### config.mk
export PLATFORM = sky130hd
export DESIGN_NAME = homing_then_sine_joint_generator_core
export DESIGN_NICKNAME = d
export VERILOG_FILES = /design/src/sv/hsjg_pkg.sv /design/src/sv/hsjg_ram.sv /design/src/sv/hsjg_sine_rom.sv /design/src/sv/hsjg_mul.sv /design/src/sv/homing_then_sine_joint_generator_core.sv
export SDC_FILE = /design/constraint.sdc
export NUM_CORES = 1
export LEC_CHECK = 0
export BUFFER_PORTS_ARGS = -buffer_cell sky130_fd_sc_hd__buf_4
export CAP_MARGIN = 20
export CORE_UTILIZATION = 60
export CTS_BUF_LIST = sky130_fd_sc_hd__clkbuf_2
export DETAILED_ROUTE_END_ITERATION = 7
export PLACE_DENSITY = 0.78
export SLEW_MARGIN = 30
export SYNTH_ARGS = -nofsm -noshare
export SYNTH_HDL_FRONTEND = slang
export SYNTH_SLANG_ARGS = --single-unit
### constraint.sdc
create_clock -name clk_i -period 10.1 [get_ports clk_i]
set_input_delay 2.02 -clock clk_i [delete_from_list [all_inputs] [get_ports clk_i]]
set_output_delay 2.02 -clock clk_i [all_outputs]
set_load 0.05 [all_outputs]
### src/sv/hsjg_pkg.sv
// hsjg_pkg: shared widths, mode and register codes, reset values and the
// quarter-wave sine generator used to build the lookup table at elaboration
// no dependencies
package hsjg_pkg;

  // parameter defaults
  localparam int unsigned JOINTS_DEF          = 4;
  localparam int unsigned SINE_TABLE_BITS_DEF = 8;

  // field widths
  localparam int unsigned JOINT_W     = 2;
  localparam int unsigned POS_W       = 16;
  localparam int unsigned PERIOD_W    = 16;
  localparam int unsigned MODE_W      = 2;
  localparam int unsigned MASK_W      = 4;
  localparam int unsigned SPEED_W     = 16;
  localparam int unsigned TOL_W       = 15;
  localparam int unsigned WORD_W      = 64;
  localparam int unsigned LANE_W      = 16;
  localparam int unsigned CFG_INDEX_W = 3;
  localparam int unsigned CFG_DATA_W  = 64;
  localparam int unsigned PHASE_W     = 32;
  localparam int unsigned MUL_W       = 17;
  localparam int unsigned PROD_W      = 2 * MUL_W;
  localparam int unsigned SINE_W      = 16;
  localparam int unsigned MAG_W       = 15;

  // stream packing
  localparam int unsigned IN_FIELDS_W  = JOINT_W + POS_W + 1 + PERIOD_W;
  localparam int unsigned IN_TDATA_W   = ((IN_FIELDS_W + 7) / 8) * 8;
  localparam int unsigned OUT_FIELDS_W = JOINT_W + POS_W + MODE_W;
  localparam int unsigned OUT_TDATA_W  = ((OUT_FIELDS_W + 7) / 8) * 8;
  localparam int unsigned OUT_PAD_W    = OUT_TDATA_W - OUT_FIELDS_W;

  // run modes
  localparam logic [MODE_W-1:0] MODE_IDLE   = 2'd0;
  localparam logic [MODE_W-1:0] MODE_HOMING = 2'd1;
  localparam logic [MODE_W-1:0] MODE_SINE   = 2'd2;

  // register indexes
  localparam logic [CFG_INDEX_W-1:0] REG_TARGET_MASK = 3'd0;
  localparam logic [CFG_INDEX_W-1:0] REG_HOMING_SPEED = 3'd1;
  localparam logic [CFG_INDEX_W-1:0] REG_HOME_TOL    = 3'd2;
  localparam logic [CFG_INDEX_W-1:0] REG_AMPLITUDE   = 3'd3;
  localparam logic [CFG_INDEX_W-1:0] REG_FREQUENCY   = 3'd4;

  // register reset values
  localparam logic [MASK_W-1:0]  TARGET_MASK_RST  = '0;
  localparam logic [SPEED_W-1:0] HOMING_SPEED_RST = 16'd410;
  localparam logic [TOL_W-1:0]   HOME_TOL_RST     = 15'd41;

  // quarter-wave polynomial coefficients, Q28
  localparam longint unsigned SIN_C1 = 64'd421657428;
  localparam longint unsigned SIN_C3 = 64'd173399665;
  localparam longint unsigned SIN_C5 = 64'd21392325;
  localparam longint unsigned SIN_C7 = 64'd1214632;

  // magnitude of the sine at quarter-wave step r (0 .. 2^qbits), Q14
  function automatic logic [MAG_W-1:0] sine_mag(input int unsigned r,
                                                input int unsigned qbits);
    longint unsigned x;
    longint unsigned x2;
    longint unsigned p;
    longint unsigned s;
    x  = 64'(r) << (16 - qbits);
    x2 = (x * x) >> 16;
    p  = SIN_C7;
    p  = SIN_C5 - ((p * x2) >> 16);
    p  = SIN_C3 - ((p * x2) >> 16);
    p  = SIN_C1 - ((p * x2) >> 16);
    s  = (p * x) >> 16;
    s  = (s + 64'd8192) >> 14;
    if (s > 64'd16384) begin
      s = 64'd16384;
    end
    return MAG_W'(s);
  endfunction

endpackage

### src/sv/hsjg_ram.sv
// hsjg_ram: generic single-write, single-read RAM with registered read data
// no dependencies
module hsjg_ram #(
  parameter int unsigned WIDTH = 32,
  parameter int unsigned DEPTH = 4,
  parameter int unsigned AW    = (DEPTH > 1) ? $clog2(DEPTH) : 1
) (
  input  logic             clk_i,
  input  logic             we_i,
  input  logic [AW-1:0]    waddr_i,
  input  logic [WIDTH-1:0] wdata_i,
  input  logic             re_i,
  input  logic [AW-1:0]    raddr_i,
  output logic [WIDTH-1:0] rdata_o
);

  logic [WIDTH-1:0] mem [DEPTH];
  logic [WIDTH-1:0] rdata_q;

  always_ff @(posedge clk_i) begin
    if (we_i) begin
      mem[waddr_i] <= wdata_i;
    end
    if (re_i) begin
      rdata_q <= mem[raddr_i];
    end
  end

  assign rdata_o = rdata_q;

endmodule

### src/sv/hsjg_sine_rom.sv
// hsjg_sine_rom: full-wave sine lookup from a quarter-wave constant table,
// signed Q14 result registered; depends on hsjg_pkg
module hsjg_sine_rom #(
  parameter int unsigned TABLE_BITS = hsjg_pkg::SINE_TABLE_BITS_DEF
) (
  input  logic                               clk_i,
  input  logic                               en_i,
  input  logic [TABLE_BITS-1:0]              idx_i,
  output logic signed [hsjg_pkg::SINE_W-1:0] sine_o
);
  import hsjg_pkg::*;

  localparam int unsigned QBITS   = TABLE_BITS - 2;
  localparam int unsigned QUARTER = 1 << QBITS;

  logic [MAG_W-1:0] quarter_tbl [QUARTER+1];

  for (genvar g = 0; g <= QUARTER; g++) begin : g_tbl
    assign quarter_tbl[g] = sine_mag(g, QBITS);
  end

  logic [1:0]              quad;
  logic [QBITS:0]          step;
  logic signed [SINE_W-1:0] mag;
  logic signed [SINE_W-1:0] sine_q;

  always_comb begin
    quad = idx_i[TABLE_BITS-1 -: 2];
    step = {1'b0, idx_i[QBITS-1:0]};
    // odd quadrants run the quarter wave backwards
    if (quad[0]) begin
      step = {1'b1, {QBITS{1'b0}}} - step;
    end
    mag = SINE_W'(quarter_tbl[step]);
  end

  always_ff @(posedge clk_i) begin
    if (en_i) begin
      sine_q <= quad[1] ? -mag : mag;
    end
  end

  assign sine_o = sine_q;

endmodule

### src/sv/hsjg_mul.sv
// hsjg_mul: shared signed 17x17 multiplier with registered product
// depends on hsjg_pkg
module hsjg_mul (
  input  logic                               clk_i,
  input  logic                               en_i,
  input  logic signed [hsjg_pkg::MUL_W-1:0]  a_i,
  input  logic signed [hsjg_pkg::MUL_W-1:0]  b_i,
  output logic signed [hsjg_pkg::PROD_W-1:0] p_o
);
  import hsjg_pkg::*;

  logic signed [PROD_W-1:0] p_q;

  always_ff @(posedge clk_i) begin
    if (en_i) begin
      p_q <= PROD_W'(a_i) * PROD_W'(b_i);
    end
  end

  assign p_o = p_q;

endmodule

### src/sv/homing_then_sine_joint_generator_core.sv
// homing_then_sine_joint_generator_core: top level, sequencer, mode logic
// and configuration registers; depends on hsjg_pkg, hsjg_ram, hsjg_mul,
// hsjg_sine_rom
//
// Each joint sample is taken in one request and produces at most one command.
// An item runs from acceptance and phase memory read through the first multiply
// (homing speed or sine frequency by the tick period), the phase update with
// write-back and sine table read, and the second multiply (amplitude by sine)
// to output; the block is then ready again, but output holds while a command
// has nowhere to go. One 17x17 multiplier is shared by both products and the
// per-joint phases live in a small RAM with registered read data. An output
// register holds a finished command so the next sample can be taken while it
// waits. The phase RAM has a valid bit per joint, cleared by reset and on
// entry to sine mode, so no clearing pass is needed after reset. Mode changes
// commit on the sample flagged tlast; configuration must be written while idle.
module homing_then_sine_joint_generator_core #(
  parameter int unsigned JOINTS          = hsjg_pkg::JOINTS_DEF,
  parameter int unsigned SINE_TABLE_BITS = hsjg_pkg::SINE_TABLE_BITS_DEF
) (
  input  logic                                clk_i,
  input  logic                                rst_ni,
  // joint_index[1:0], position[17:2], enable[18], period[34:19], zero fill
  input  logic [hsjg_pkg::IN_TDATA_W-1:0]     s_axis_tdata,
  input  logic                                s_axis_tlast,
  input  logic                                s_axis_tvalid,
  output logic                                s_axis_tready,
  // command_joint[1:0], command_position[17:2], mode_now[19:18], zero fill
  output logic [hsjg_pkg::OUT_TDATA_W-1:0]    m_axis_tdata,
  output logic                                m_axis_tvalid,
  input  logic                                m_axis_tready,
  input  logic                                cfg_we_i,
  input  logic [hsjg_pkg::CFG_INDEX_W-1:0]    cfg_index_i,
  input  logic [hsjg_pkg::CFG_DATA_W-1:0]     cfg_data_i
);
  import hsjg_pkg::*;

  localparam int unsigned AW = (JOINTS > 1) ? $clog2(JOINTS) : 1;

  localparam logic [2:0] ST_IDLE  = 3'd0;
  localparam logic [2:0] ST_MUL   = 3'd1;
  localparam logic [2:0] ST_PHASE = 3'd2;
  localparam logic [2:0] ST_AMP   = 3'd3;
  localparam logic [2:0] ST_OUT   = 3'd4;

  function automatic logic signed [POS_W-1:0] sat16(input logic signed [POS_W+1:0] v);
    if (v > 18'sd32767) begin
      return 16'sh7fff;
    end else if (v < -18'sd32768) begin
      return 16'sh8000;
    end
    return v[POS_W-1:0];
  endfunction

  // configuration registers
  logic [MASK_W-1:0]  mask_q;
  logic [SPEED_W-1:0] speed_q;
  logic [TOL_W-1:0]   tol_q;
  logic [WORD_W-1:0]  amp_words_q;
  logic [WORD_W-1:0]  freq_words_q;

  always_ff @(posedge clk_i or negedge rst_ni) begin
    if (!rst_ni) begin
      mask_q       <= TARGET_MASK_RST;
      speed_q      <= HOMING_SPEED_RST;
      tol_q        <= HOME_TOL_RST;
      amp_words_q  <= '0;
      freq_words_q <= '0;
    end else if (cfg_we_i) begin
      unique case (cfg_index_i)
        REG_TARGET_MASK:  mask_q       <= cfg_data_i[MASK_W-1:0];
        REG_HOMING_SPEED: speed_q      <= cfg_data_i[SPEED_W-1:0];
        REG_HOME_TOL:     tol_q        <= cfg_data_i[TOL_W-1:0];
        REG_AMPLITUDE:    amp_words_q  <= cfg_data_i[WORD_W-1:0];
        REG_FREQUENCY:    freq_words_q <= cfg_data_i[WORD_W-1:0];
        default: ;
      endcase
    end
  end

  // control state
  logic [2:0]        state_q, state_d;
  logic [MODE_W-1:0] mode_q, mode_d;
  logic              homed_q, homed_d;
  logic [JOINTS-1:0] vld_q, vld_d;
  logic              out_valid_q, out_valid_d;

  // item payload
  logic [JOINT_W-1:0]      joint_q;
  logic signed [POS_W-1:0] pos_q;
  logic                    en_q;
  logic [PERIOD_W-1:0]     period_q;
  logic                    last_q;

  // result payload
  logic [JOINT_W-1:0]      out_joint_q;
  logic signed [POS_W-1:0] out_pos_q;
  logic [MODE_W-1:0]       out_mode_q;

  logic accept;
  assign s_axis_tready = (state_q == ST_IDLE);
  assign accept        = s_axis_tvalid && s_axis_tready;

  logic [AW-1:0] phase_addr;
  logic          driven;
  assign phase_addr = joint_q[AW-1:0];
  assign driven     = ({1'b0, joint_q} < (JOINT_W + 1)'(JOINTS)) && mask_q[joint_q];

  logic [LANE_W-1:0] freq_lane;
  logic [LANE_W-1:0] amp_lane;
  assign freq_lane = freq_words_q[LANE_W*joint_q +: LANE_W];
  assign amp_lane  = amp_words_q[LANE_W*joint_q +: LANE_W];

  // shared multiplier
  logic                     mul_en;
  logic signed [MUL_W-1:0]  mul_a, mul_b;
  logic signed [PROD_W-1:0] prod;
  logic signed [SINE_W-1:0] sine;

  always_comb begin
    mul_en = (state_q == ST_MUL) || ((state_q == ST_AMP) && (mode_q == MODE_SINE));
    if (state_q == ST_AMP) begin
      mul_a = {amp_lane[LANE_W-1], amp_lane};
      mul_b = {sine[SINE_W-1], sine};
    end else begin
      mul_a = {1'b0, (mode_q == MODE_HOMING) ? speed_q : freq_lane};
      mul_b = {1'b0, period_q};
    end
  end

  hsjg_mul u_mul (
    .clk_i (clk_i),
    .en_i  (mul_en),
    .a_i   (mul_a),
    .b_i   (mul_b),
    .p_o   (prod)
  );

  // phase memory: read at accept, read-modify-write in ST_PHASE; one item
  // at a time so reads and write-backs never overlap
  logic [PHASE_W-1:0] ram_rdata;
  logic [PHASE_W-1:0] phase_old, phase_new;
  logic               phase_we;

  always_comb begin
    phase_old = vld_q[phase_addr] ? ram_rdata : '0;
    phase_new = phase_old + {prod[PHASE_W-5:0], 4'b0000};
    phase_we  = (state_q == ST_PHASE) && (mode_q == MODE_SINE) && en_q && driven;
  end

  hsjg_ram #(
    .WIDTH (PHASE_W),
    .DEPTH (JOINTS)
  ) u_phase_ram (
    .clk_i   (clk_i),
    .we_i    (phase_we),
    .waddr_i (phase_addr),
    .wdata_i (phase_new),
    .re_i    (accept),
    .raddr_i (s_axis_tdata[AW-1:0]),
    .rdata_o (ram_rdata)
  );

  hsjg_sine_rom #(
    .TABLE_BITS (SINE_TABLE_BITS)
  ) u_sine_rom (
    .clk_i  (clk_i),
    .en_i   (state_q == ST_PHASE),
    .idx_i  (phase_new[PHASE_W-1 -: SINE_TABLE_BITS]),
    .sine_o (sine)
  );

  // result arithmetic
  logic signed [POS_W:0]   pos_mag;
  logic [PHASE_W:0]        step_sum;
  logic signed [POS_W+1:0] pos_x, step_x, home_cmd;
  logic [PHASE_W-1:0]      sine_round;
  logic                    home_emit, sine_emit, emit, out_load;
  logic signed [POS_W-1:0] cmd;

  always_comb begin
    pos_mag    = pos_q[POS_W-1] ? -{pos_q[POS_W-1], pos_q} : {pos_q[POS_W-1], pos_q};
    step_sum   = {1'b0, prod[PHASE_W-1:0]} + (PHASE_W + 1)'(1 << 19);
    pos_x      = {{2{pos_q[POS_W-1]}}, pos_q};
    step_x     = {5'b0, step_sum[PHASE_W:20]};
    home_cmd   = (pos_q > 16'sd0) ? pos_x - step_x : pos_x + step_x;
    sine_round = prod[PHASE_W-1:0] + 32'd8192;
    home_emit  = (mode_q == MODE_HOMING) && driven && (pos_mag > $signed({2'b00, tol_q}));
    sine_emit  = (mode_q == MODE_SINE) && en_q && driven;
    emit       = home_emit || sine_emit;
    cmd        = home_emit ? sat16(home_cmd) : sat16($signed(sine_round[PHASE_W-1:14]));
    out_load   = (state_q == ST_OUT) && emit && (!out_valid_q || m_axis_tready);
  end

  always_comb begin
    state_d     = state_q;
    mode_d      = mode_q;
    homed_d     = homed_q;
    vld_d       = vld_q;
    out_valid_d = out_valid_q && !m_axis_tready;
    if (phase_we) begin
      vld_d[phase_addr] = 1'b1;
    end
    unique case (state_q)
      ST_IDLE:  if (accept) state_d = ST_MUL;
      ST_MUL:   state_d = ST_PHASE;
      ST_PHASE: state_d = ST_AMP;
      ST_AMP:   state_d = ST_OUT;
      ST_OUT: begin
        // hold here while a command has nowhere to go
        if (!emit || out_load) begin
          state_d = ST_IDLE;
          if (out_load) begin
            out_valid_d = 1'b1;
          end
          if (home_emit) begin
            homed_d = 1'b0;
          end
          if (last_q) begin
            homed_d = 1'b1;
            case (mode_q)
              MODE_HOMING: begin
                if (homed_q && !home_emit) begin
                  mode_d = MODE_SINE;
                  vld_d  = '0;
                end
              end
              MODE_SINE: if (!en_q) mode_d = MODE_IDLE;
              default:   if (en_q) mode_d = MODE_HOMING;
            endcase
          end
        end
      end
      default: state_d = ST_IDLE;
    endcase
  end

  always_ff @(posedge clk_i or negedge rst_ni) begin
    if (!rst_ni) begin
      state_q     <= ST_IDLE;
      mode_q      <= MODE_IDLE;
      homed_q     <= 1'b1;
      vld_q       <= '0;
      out_valid_q <= 1'b0;
    end else begin
      state_q     <= state_d;
      mode_q      <= mode_d;
      homed_q     <= homed_d;
      vld_q       <= vld_d;
      out_valid_q <= out_valid_d;
    end
  end

  always_ff @(posedge clk_i) begin
    if (accept) begin
      joint_q  <= s_axis_tdata[JOINT_W-1:0];
      pos_q    <= s_axis_tdata[JOINT_W +: POS_W];
      en_q     <= s_axis_tdata[JOINT_W+POS_W];
      period_q <= s_axis_tdata[JOINT_W+POS_W+1 +: PERIOD_W];
      last_q   <= s_axis_tlast;
    end
    if (out_load) begin
      out_joint_q <= joint_q;
      out_pos_q   <= cmd;
      out_mode_q  <= mode_q;
    end
  end

  assign m_axis_tvalid = out_valid_q;
  assign m_axis_tdata  = {{OUT_PAD_W{1'b0}}, out_mode_q, out_pos_q, out_joint_q};

endmodule

==> flow_summary.ini <==
[floorplan]
die_h_um = 235
coreArea_um2 = 53800
rows = 85
initial_utilization = 0.607
fp.dieW_um = 235
design.die.area_um2 = 55400
io_pins = 139

[sta]
slew_headroom = 0.281
rsz0062_at_grt = no
finalSetupTns_ps = 0
finalSetupViolCount = 0
skew_ps = 157
whs_ps = 501
min_period_over_period = 0.905
fin_crit_ps = 9140
clock.fmax_mhz = 109
hold_viol = 0
slew_viol_final = 0
setup_slack_ps = 964
worst_pin_slew_ps = 1080

[route]
ant_nets = 0
vias_per_cell = 6.03
routed-via-count = 23800
wl_per_cell_um = 21.6
drt_first_pass_iters = 6
drt_wl_total_um = 85400
drc_errors = 0
drt_iter0_drc = 1815

[clocking]
clkSlewWorstSetupHoldPaths_ps = 90
tritoncts = built
ctsResizeCount = 0
cts_buffers = 108
insertion_delay_ps = 1220
cts_setup_buffers = 0
clockBufferDepth = 3
clock_sinks = 418
cts_hold_buf = 0
cts-root-buf = clkbuf_2
cts_max_level = 3

[critical_path]
crit_arrival_ps = 9950
cp_slowest_cell = a21oi_1
critPathLaunchType = flip-flop
cpLargestDelayFamily = compound AO/OA/AOI/OAI gates
cp_max_fo = 20
crit_type = reg2reg
cpPeakStageDelay_ps = 790
worstSetupEndpointType = flip-flop
critPathBufInv = 6
worstPathRequired_ps = 10910
crit_top_cell = inv_1

[synth]
synth.top_cells.by_area = edfxtp_1, fa_1, dfrtp_1, ha_1, mux2_2
synth_seq_cells = 418
synth_edf_count = 244
netlist_instances = 3004
dominantRegCellSynth = edfxtp_1
async_reset_ff_frac = 0.416
ys_seq_area_frac = 0.358
synth.most_common_cell = inv_1
synth_top_area_share = 0.224
syn-cell-area_um2 = 32700
avgSynthCellArea_um2 = 10.9
yosys_warnings = 0
yosys-top-cells-count = inv_1, fa_1, nor2_1
yosysUniqueCellTypes = 95
synth_top_area_cell = edfxtp_1

[final_layout]
drive_gt1_frac = 0.192
nNetsFinal = 3723
syn_to_final_growth_pct = 8.44

[placement]
io_buffers = 129
dp_slack_ps = 1110
hpwl_um = 64200
gp_congestion = 0.954

[global_routing]
grtUsageMet3 = 0.0746
gr-total-overflow = 0
grt_max_degree = 109
grt.busiest_layer = met2
grtUsageMet2 = 0.505
antenna_found_initial = 6
gr-usage-all-layers = 0.319
grt_pass1_wl_um = 136000
grt_use_met1 = 0.433
grt_pass1_vias = 24600

[worst_hold_path]
hp-class = reg2reg

[outcome]
status = completed

[run]
maxCapViolations = 0
==> layer usage <==
metal / share of wire / vias to the layer above
li1: - / 10600
met1: 0.42 / 12000
met2: 0.47 / 960
met3: 0.080 / 178
met4: 0.032 / 0
met5: 0 / -
==> worst reg2reg max path: cells and delay by family, from the launching register on <==
kind | cells | cell delay (ps)
DFF | 1 | 560
xor gates and xnor gates | 1 | 150
AOI/OAI and AO/OA | 12 | 3640
buffers and inverters | 6 | 730
and+or+nand+nor | 2 | 350
adders and majority gates | 7 | 2760
muxes | 1 | 620
==> sequential cells by signal (all words and copies together), names as in the netlist, 15 cells and up <==
signal,count
u_mul.p_o,32
u_phase_ram.mem,112
speed_q,16
pos_q,16
amp_words_q,64
u_sine_rom.sine_o,16
tol_q,15
out_pos_q,16
freq_words_q,64
u_phase_ram.rdata_o,28
period_q,16
==> layout by cell type (no fill, tap or decap), drive strengths merged, types with 152 or more instances in the layout <==
cell,n
inv,405
fa,284
nor2,271
nand2,259
edfxtp,244
buf,171
dfrtp,165
ha,156
mux2,154
clkbuf,152
==> cell families after synthesis <==
kind of cell    Yosys count  share of synthesized area
mux                     249                      0.106
simple gates            789                      0.110
compound gates          454                     0.0938
other cells               1                   0.000115
buf+inv                 521                     0.0620
fa+ha+maj               440                      0.234
xor+xnor                132                     0.0360
flops                   418                      0.358
==> final timing paths <==
check                                     start  slack [ps]  cells past startpoint                          end
setup / recovery           joint_q[0]$_DFFE_PP_         960                     29      u_mul.p_o[30]$_DFFE_PP_
hold / removal               vld_q[1]$_DFF_PN0_         500                      1           vld_q[1]$_DFF_PN0_
setup reg to reg           joint_q[0]$_DFFE_PP_         960                     29      u_mul.p_o[30]$_DFFE_PP_
hold reg to reg              vld_q[1]$_DFF_PN0_         500                      1           vld_q[1]$_DFF_PN0_
max in group asynchronous                rst_ni        7670                      2  amp_words_q[10]$_DFFE_PN0P_
min in group asynchronous                rst_ni         860                      1  amp_words_q[43]$_DFFE_PN0P_
==> layout make-up <==
type                            instances  area (µm²)
Antenna cell                            4        10.0
Clock buffer                          151         756
Clock inverter                         37         220
Fill cell                            4214       18400
Inverter                              402        1520
Multi-Input combinational cell       2068       19000
Sequential cell                       418       11700
Tap cell                              696         871
Timing Repair Buffer                  172        1320
==> stage by stage <==
stage / instances / util / cell area (µm²)
3_3_place_gp: 3755 / 0.639 / 34400
5_1_grt: 3948 / 0.658 / 35400
4_1_cts: 3944 / 0.658 / 35400
2_1_floorplan: 3007 / - / 32700
6_report: 3948 / 0.658 / 35400
3_5_place_dp: 3756 / 0.639 / 34400
Power is left out: the tool's default activity adds up to more than one toggle a clock period on the data nets, which glitch-free logic cannot reach.
